### config.mk
export PLATFORM = sky130hd
export DESIGN_NAME = hsv_to_rgb_converter
export DESIGN_NICKNAME = d
export VERILOG_FILES = /design/src/hdl/hsv_pkg.sv /design/src/hdl/hsv_div255.sv /design/src/hdl/hsv_to_rgb_converter.sv
export VERILOG_INCLUDE_DIRS = /design/src /design/src/hdl
export SDC_FILE = /design/constraint.sdc
export NUM_CORES = 2
export LEC_CHECK = 0
export BUFFER_PORTS_ARGS = -buffer_cell sky130_fd_sc_hd__buf_2
export CAP_MARGIN = 20
export CORE_ASPECT_RATIO = 0.9
export CORE_MARGIN = 1.5
export CORE_UTILIZATION = 35
export DETAILED_ROUTE_END_ITERATION = 8
export MAX_ROUTING_LAYER = met4
export PLACE_DENSITY_LB_ADDON = 0.05
export SYNTH_ARGS = -nofsm -noshare
export SYNTH_HDL_FRONTEND = slang
export SYNTH_SLANG_ARGS = --single-unit
### constraint.sdc
create_clock -name aclk -period 6.8 [get_ports aclk]
set_input_delay 0.34 -clock aclk [delete_from_list [all_inputs] [get_ports aclk]]
set_output_delay 0.34 -clock aclk [all_outputs]
set_load 0.05 [all_outputs]
### src/hdl/assert_macros.svh
// Assertion macros used by the RTL files (only the converter top level includes them).
`ifndef ASSERT_MACROS_SVH
`define ASSERT_MACROS_SVH
`ifndef ASSERT_OFF
`define ASSERT_RST(lbl, clk, rstn, prop, msg) \
    lbl: assert property (@(posedge clk) disable iff (!rstn) prop) else $error(msg);
`define ASSERT_ALWAYS(lbl, clk, prop, msg) \
    lbl: assert property (@(posedge clk) prop) else $error(msg);
`else
`define ASSERT_RST(lbl, clk, rstn, prop, msg)
`define ASSERT_ALWAYS(lbl, clk, prop, msg)
`endif
`endif

### src/hdl/hsv_pkg.sv
// Package for the HSV to RGB converter: constants and sector codes.
`default_nettype none
package hsv_pkg;
    localparam int HUE_BITS_DEF = 16;
    localparam int CH_W = 8;
    localparam int PROD_W = 2 * CH_W;
    localparam logic [CH_W-1:0] GRAY_THR_RST = 8'd3;
    localparam logic [CH_W-1:0] CH_MAX = 8'd255;
    localparam logic [8:0] RECIP_255 = 9'd257;

    typedef enum logic [2:0] {
        SEC_RED     = 3'd0,
        SEC_YELLOW  = 3'd1,
        SEC_GREEN   = 3'd2,
        SEC_CYAN    = 3'd3,
        SEC_BLUE    = 3'd4,
        SEC_MAGENTA = 3'd5
    } sector_t;
endpackage
`default_nettype wire

### src/hdl/hsv_div255.sv
// Registered floor division by 255 of a 16-bit product, by reciprocal multiply.
`default_nettype none
module hsv_div255 (
    input  wire logic                         aclk,
    input  wire logic                         en,
    input  wire logic [hsv_pkg::PROD_W-1:0]   x,
    output logic      [hsv_pkg::CH_W-1:0]     q_reg
);
    import hsv_pkg::*;

    logic [PROD_W:0]       xp1;
    logic [PROD_W+9:0]     prod;
    logic [CH_W-1:0]       q_next;

    // exact for x <= 255*255: ((x + 1) * 257) >> 16
    assign xp1    = {1'b0, x} + {{PROD_W{1'b0}}, 1'b1};
    assign prod   = {{9{1'b0}}, xp1} * {{(PROD_W+1){1'b0}}, RECIP_255};
    assign q_next = prod[PROD_W+CH_W-1:PROD_W];

    always_ff @(posedge aclk) begin
        if (en) begin
            q_reg <= q_next;
        end
    end
endmodule
`default_nettype wire

### src/hdl/hsv_to_rgb_converter.sv
// Top level of the HSV to RGB pixel converter, five-stage pipeline.
//
//  channel  | direction | beat contents
//  ---------+-----------+----------------------------------------------
//  s_       | in        | tdata: hue, saturation, brightness
//  m_       | out       | tdata: red, green, blue
//  cfg_     | in        | gray threshold write, no read-back
//
// One pixel per cycle sustained while m_tready is high; there is one register stage
// per step (input/hue*6, S*F products, V*(255D-S*F), divide by 255, sector select).
// Reset clears all stage valid bits and loads a gray threshold of 3.
// A stage holds only when it is full and the next stage holds; empty stages
// keep filling, so s_tready drops only when all five stages are full.
`default_nettype none
`include "assert_macros.svh"
module hsv_to_rgb_converter #(
    parameter int HUE_BITS = hsv_pkg::HUE_BITS_DEF
) (
    input  wire logic                     aclk,
    input  wire logic                     aresetn,
    input  wire logic                     s_tvalid,
    output logic                          s_tready,
    // hue [HUE_BITS-1:0], saturation [+8], brightness [+8], zero pad
    input  wire logic [((HUE_BITS+2*hsv_pkg::CH_W+7)/8)*8-1:0] s_tdata,
    output logic                          m_tvalid,
    input  wire logic                     m_tready,
    // red [7:0], green [15:8], blue [23:16]
    output logic [3*hsv_pkg::CH_W-1:0]    m_tdata,
    input  wire logic                     cfg_we,
    input  wire logic [hsv_pkg::CH_W-1:0] cfg_wdata
);
    import hsv_pkg::*;

    localparam int HB   = HUE_BITS;
    localparam int H6_W = HB + 3;
    localparam int SF_W = HB + CH_W;
    localparam int NUM_STAGES = 5;

    logic [CH_W-1:0]            thr_reg;
    logic [NUM_STAGES:1]        vld_reg;
    logic [NUM_STAGES:1]        en;
    logic [NUM_STAGES:0]        vld_in;

    // stage 1
    logic [HB-1:0]              hue_in;
    logic [CH_W-1:0]            sat_in, val_in;
    logic [H6_W-1:0]            h6_next, h6_reg;
    logic [CH_W-1:0]            s1_reg, v1_reg;
    logic                       grey1_next, grey1_reg;

    // stage 2
    logic [HB-1:0]              frac1;
    logic [HB:0]                inv1;
    logic [SF_W+CH_W-1:0]       sfq_full, sft_full;
    logic [SF_W-1:0]            sfq_next, sfq_reg, sft_next, sft_reg;
    logic [PROD_W-1:0]          pp_next, pp_reg;
    logic [2:0]                 sec2_reg;
    logic [CH_W-1:0]            v2_reg;
    logic                       grey2_reg;

    // stage 3
    logic [SF_W-1:0]            full255;
    logic [SF_W+CH_W-1:0]       nq, nt;
    logic [PROD_W-1:0]          xq_next, xq_reg, xt_next, xt_reg, xp3_reg;
    logic [2:0]                 sec3_reg;
    logic [CH_W-1:0]            v3_reg;
    logic                       grey3_reg;

    // stage 4
    logic [CH_W-1:0]            q4_reg, t4_reg, p4_reg;
    logic [2:0]                 sec4_reg;
    logic [CH_W-1:0]            v4_reg;
    logic                       grey4_reg;

    // stage 5
    logic [CH_W-1:0]            r_next, g_next, b_next;
    logic [CH_W-1:0]            r_reg, g_reg, b_reg;
    logic                       grey5_reg;

    always_ff @(posedge aclk) begin
        if (!aresetn) begin
            thr_reg <= GRAY_THR_RST;
        end else if (cfg_we) begin
            thr_reg <= cfg_wdata;
        end
    end

    // handshake: a stage advances when empty or when the next one advances
    assign vld_in = {vld_reg, s_tvalid};
    always_comb begin
        en[NUM_STAGES] = !vld_reg[NUM_STAGES] || m_tready;
        for (int k = NUM_STAGES - 1; k >= 1; k--) begin
            en[k] = !vld_reg[k] || en[k+1];
        end
    end
    assign s_tready = en[1];

    always_ff @(posedge aclk) begin
        if (!aresetn) begin
            vld_reg <= '0;
        end else begin
            for (int k = 1; k <= NUM_STAGES; k++) begin
                if (en[k]) begin
                    vld_reg[k] <= vld_in[k-1];
                end
            end
        end
    end

    // stage 1: unpack, hue * 6, grey decision
    assign hue_in     = s_tdata[HB-1:0];
    assign sat_in     = s_tdata[HB+CH_W-1:HB];
    assign val_in     = s_tdata[HB+2*CH_W-1:HB+CH_W];
    assign h6_next    = ({3'b000, hue_in} << 2) + ({3'b000, hue_in} << 1);
    assign grey1_next = sat_in < thr_reg;

    always_ff @(posedge aclk) begin
        if (en[1]) begin
            h6_reg    <= h6_next;
            s1_reg    <= sat_in;
            v1_reg    <= val_in;
            grey1_reg <= grey1_next;
        end
    end

    // stage 2: S*F, S*(D-F), V*(255-S)
    assign frac1    = h6_reg[HB-1:0];
    assign inv1     = {1'b1, {HB{1'b0}}} - {1'b0, frac1};
    assign sfq_full = {{(SF_W){1'b0}}, s1_reg} * {{(2*CH_W){1'b0}}, frac1};
    assign sft_full = {{(SF_W){1'b0}}, s1_reg} * {{(2*CH_W-1){1'b0}}, inv1};
    assign sfq_next = sfq_full[SF_W-1:0];
    assign sft_next = sft_full[SF_W-1:0];
    assign pp_next  = {{CH_W{1'b0}}, v1_reg} * {{CH_W{1'b0}}, CH_MAX - s1_reg};

    always_ff @(posedge aclk) begin
        if (en[2]) begin
            sfq_reg   <= sfq_next;
            sft_reg   <= sft_next;
            pp_reg    <= pp_next;
            sec2_reg  <= h6_reg[H6_W-1:HB];
            v2_reg    <= v1_reg;
            grey2_reg <= grey1_reg;
        end
    end

    // stage 3: V*(255D - S*F) and V*(255D - S*(D-F)), drop the D factor
    assign full255 = {CH_MAX, {HB{1'b0}}};
    assign nq      = {{CH_W{1'b0}}, full255 - sfq_reg} * {{SF_W{1'b0}}, v2_reg};
    assign nt      = {{CH_W{1'b0}}, full255 - sft_reg} * {{SF_W{1'b0}}, v2_reg};
    assign xq_next = nq[HB+PROD_W-1:HB];
    assign xt_next = nt[HB+PROD_W-1:HB];

    always_ff @(posedge aclk) begin
        if (en[3]) begin
            xq_reg    <= xq_next;
            xt_reg    <= xt_next;
            xp3_reg   <= pp_reg;
            sec3_reg  <= sec2_reg;
            v3_reg    <= v2_reg;
            grey3_reg <= grey2_reg;
        end
    end

    // stage 4: divide by 255
    hsv_div255 u_div_q (.aclk(aclk), .en(en[4]), .x(xq_reg),  .q_reg(q4_reg));
    hsv_div255 u_div_t (.aclk(aclk), .en(en[4]), .x(xt_reg),  .q_reg(t4_reg));
    hsv_div255 u_div_p (.aclk(aclk), .en(en[4]), .x(xp3_reg), .q_reg(p4_reg));

    always_ff @(posedge aclk) begin
        if (en[4]) begin
            sec4_reg  <= sec3_reg;
            v4_reg    <= v3_reg;
            grey4_reg <= grey3_reg;
        end
    end

    // stage 5: sector select
    always_comb begin
        if (grey4_reg) begin
            r_next = v4_reg;
            g_next = v4_reg;
            b_next = v4_reg;
        end else begin
            unique case (sector_t'(sec4_reg))
                SEC_RED: begin
                    r_next = v4_reg; g_next = t4_reg; b_next = p4_reg;
                end
                SEC_YELLOW: begin
                    r_next = q4_reg; g_next = v4_reg; b_next = p4_reg;
                end
                SEC_GREEN: begin
                    r_next = p4_reg; g_next = v4_reg; b_next = t4_reg;
                end
                SEC_CYAN: begin
                    r_next = p4_reg; g_next = q4_reg; b_next = v4_reg;
                end
                SEC_BLUE: begin
                    r_next = t4_reg; g_next = p4_reg; b_next = v4_reg;
                end
                default: begin
                    r_next = v4_reg; g_next = p4_reg; b_next = q4_reg;
                end
            endcase
        end
    end

    always_ff @(posedge aclk) begin
        if (en[5]) begin
            r_reg     <= r_next;
            g_reg     <= g_next;
            b_reg     <= b_next;
            grey5_reg <= grey4_reg;
        end
    end

    assign m_tvalid = vld_reg[NUM_STAGES];
    assign m_tdata  = {b_reg, g_reg, r_reg};

    `ASSERT_ALWAYS(a_reset_empty, aclk, !aresetn |=> !m_tvalid, "output valid after reset")
    `ASSERT_RST(a_stall_full, aclk, aresetn, !s_tready |-> (&vld_reg), "input stalled with a bubble")
    `ASSERT_RST(a_terms_bound, aclk, aresetn,
        vld_reg[4] |-> (q4_reg <= v4_reg && t4_reg <= v4_reg && p4_reg <= v4_reg),
        "term exceeds value")
    `ASSERT_RST(a_grey_out, aclk, aresetn,
        (m_tvalid && grey5_reg) |-> (r_reg == g_reg && g_reg == b_reg), "grey pixel not grey")
endmodule
`default_nettype wire
==> flow_summary.ini <==
[outcome]
status = finished clean

[logic_synthesis]
syn-cell-area_um2 = 33500
yosysTopAreaCellShare_pct = 26.8
synth_commonest_cells = 507 x inv_1, 448 x fa_1, 439 x and2_1, 319 x ha_1, 251 x nand2_1
syn_inst = 3406
synth_edf_count = 228
avgSynthCellArea_um2 = 9.83
ys_ff_latch = 241
syn_nets = 4218
synth_seq_area_share_pct = 21.2
async_flop_share_pct = 0
yosysMostFrequentCell = inv_1
yosys.area.top_type = fa_1
synthDistinctLibCells = 75
yosysWarnings = 0
synth_flop_cell = edfxtp_1
synth.top_cells.by_area = fa_1 27%, edfxtp_1 20%, ha_1 12%, and2_1 8.2%, inv_1 5.7%

[floorplan]
dieArea_um2 = 97500
start_util_pct = 35.4
coreArea_um2 = 94700
rows = 107
pin_count = 71
die_y_um = 296
fp.dieW_um = 329

[route]
vias = 23264
ant_nets = 0
drt_iter0_drc = 1105
routedWlPerCell_um = 17.3
post_drt_via_cell_ratio = 4.89
wl_um = 82500
first_pass_iters = 5
route.detailed.drc = 0

[finish]
fin_util_pct = 38.8
syn_to_final_growth_pct = 9.83
drive_above_1_share_pct = 6.27
n_antenna_cell = 0
design_area_um2 = 36800
nNetsFinal = 4299
fillers = 9491
largest_register_ffs = 23

[sta]
fin_crit_ns = 6.44
tightest_slew_ns = 1.08
post-route-period-util_pct = 94.7
max_freq_mhz = 155
setup_violations = 0
maxSlewHeadroom_pct = 28.0
final_hold_viol_count = 0
skew_ns = 0.0276
report.final.slew_viol_count = 0

[critical_path]
required_ns = 7.12
crit_end = xq_reg[6]
worstSetupStartpoint = sfq_reg[9]
ff2ff_path_depth = 19
cp_data_arrival_time_ns = 6.76
reg2reg_to = xq_reg[6]
r2r_start = sfq_reg[9]
regToRegSetupSlack_ns = 0.36
critPathKind = reg2reg
crit_path_end_kind = flip-flop
crit_path_start_kind = flip-flop
crit_fanout = 8

[placement]
dp_hpwl_um = 66900
io_buffers = 70
placed_area_um2 = 35500
routabilityCongestion = 0.852

[global_routing]
track_usage_pct = 17.8
grt_pass1_wl_um = 135000
antenna_found_initial = 1
grt_max_degree = 74
grt_overflow = 0
grt_pass1_vias = 24778

[clocking]
cts_tree = done
clkLatencyLatePin_ns = 0.60
clk_path_buf_depth = 3
htree_levels = 1
clk_pin_slew_ns = 0.06
cts_root_buffer = clkbuf_16
clkSinkCount = 241
cts_made_buffers = 30

[worst_hold_path]
hold_path.class = in2reg

[run]
cap_violations = 0
-- placed cells by master (no fill, tap or decap), types with 10 or more instances in the layout --
master / n
ha_1: 319
dfxtp_1: 13
a211oi_1: 10
xnor2_1: 127
mux2i_1: 51
nand2_1: 250
a21o_1: 50
and4_1: 10
a31oi_1: 12
nor2_1: 105
and2_1: 439
o22ai_1: 14
nor3_1: 43
buf_2: 70
o21a_1: 26
inv_1: 506
clkbuf_16: 30
o21bai_1: 10
fa_1: 448
nand4_1: 21
edfxtp_1: 228
buf_4: 65
and3_1: 31
o21ai_0: 68
nand3_1: 50
or3_1: 13
nand2b_1: 53
nor2b_1: 82
xor2_1: 63
dlygate4sd3_1: 26
a21oi_1: 104
-- stage by stage --
stage	setup WS (ns)	hold slack [ns]	setup TNS, ns	std cells
floorplan	0.699	0.400	0	3406
global placement	0.0826	0.404	0	4682
detailed placement	-0.0549	0.405	-0.0937	4682
CTS	0.180	0.0209	0	4762
global route	-0.00748	0.0521	-0.00748	4762
finish	0.359	0.0685	0	4762
-- final cells by class --
class	count	area [um2]	area share, %
multi-input cells	2544	24100	65.5
repair buffers	162	1120	3.04
clock buffers	32	758	2.06
well taps	1253	1570	4.26
flip-flops and latches	241	7110	19.3
inverters	508	1910	5.19
clock inverters	22	208	0.565
-- cell families (layout without fill, tap and decap cells) --
group,Yosys count,count (layout),synth area share [%]
XOR/XNOR,199,199,5.40
AND/OR/NAND/NOR,1144,1144,18.7
flip-flops,241,241,21.2
AO/OA/AOI/OAI,383,383,7.42
buffers and inverters,621,724,6.98
multiplexers,51,51,1.53
adder cells (fa/ha/maj),767,767,38.7
-- routing by layer --
metal	global-route usage, %	share of wire [%]
met3	1.50	2.4
met4	3.14	1.8
met1	25.1	51
met2	28.2	45
met5	-	0
-- critical path, cell delays in order, from the launching register on --
cell	delay, ns
edfxtp_1	0.43
or4_4	0.54
or3_1	0.43
o31a_1	0.29
nor2_1	0.45
and2_1	0.23
fa_1	0.43
fa_1	0.48
fa_1	0.55
inv_1	0.06
fa_1	0.53
inv_1	0.04
ha_1	0.39
nand2_1	0.10
o21ai_0	0.32
o31ai_1	0.12
a21oi_1	0.24
a21o_1	0.27
a31oi_1	0.12
xnor2_1	0.14
-- repair_timing --
item,in CTS,in global routing
endpoints found under the setup margin,3,9
hold buffers,26,0
resized for setup,1,9
setup buffers,0,0
endpoints found under the hold margin,26,0
-- how the worst min path moves through the flow --
stage | start | to | slack, ns | depth (start not counted)
floorplan | grey1_reg | grey2_reg | 0.40 | 0
global placement | pp_reg[0] | xp3_reg[0] | 0.40 | 0
detailed placement | v3_reg[3] | v4_reg[3] | 0.40 | 0
CTS | aresetn | thr_reg[0] | 0.02 | 2
global route | s_tdata[1] | h6_reg[2] | 0.05 | 2
finish | aresetn | thr_reg[0] | 0.07 | 2
Power is not shown: default switching activity piles up to over one toggle a cycle in this logic, so the estimate is an artifact.
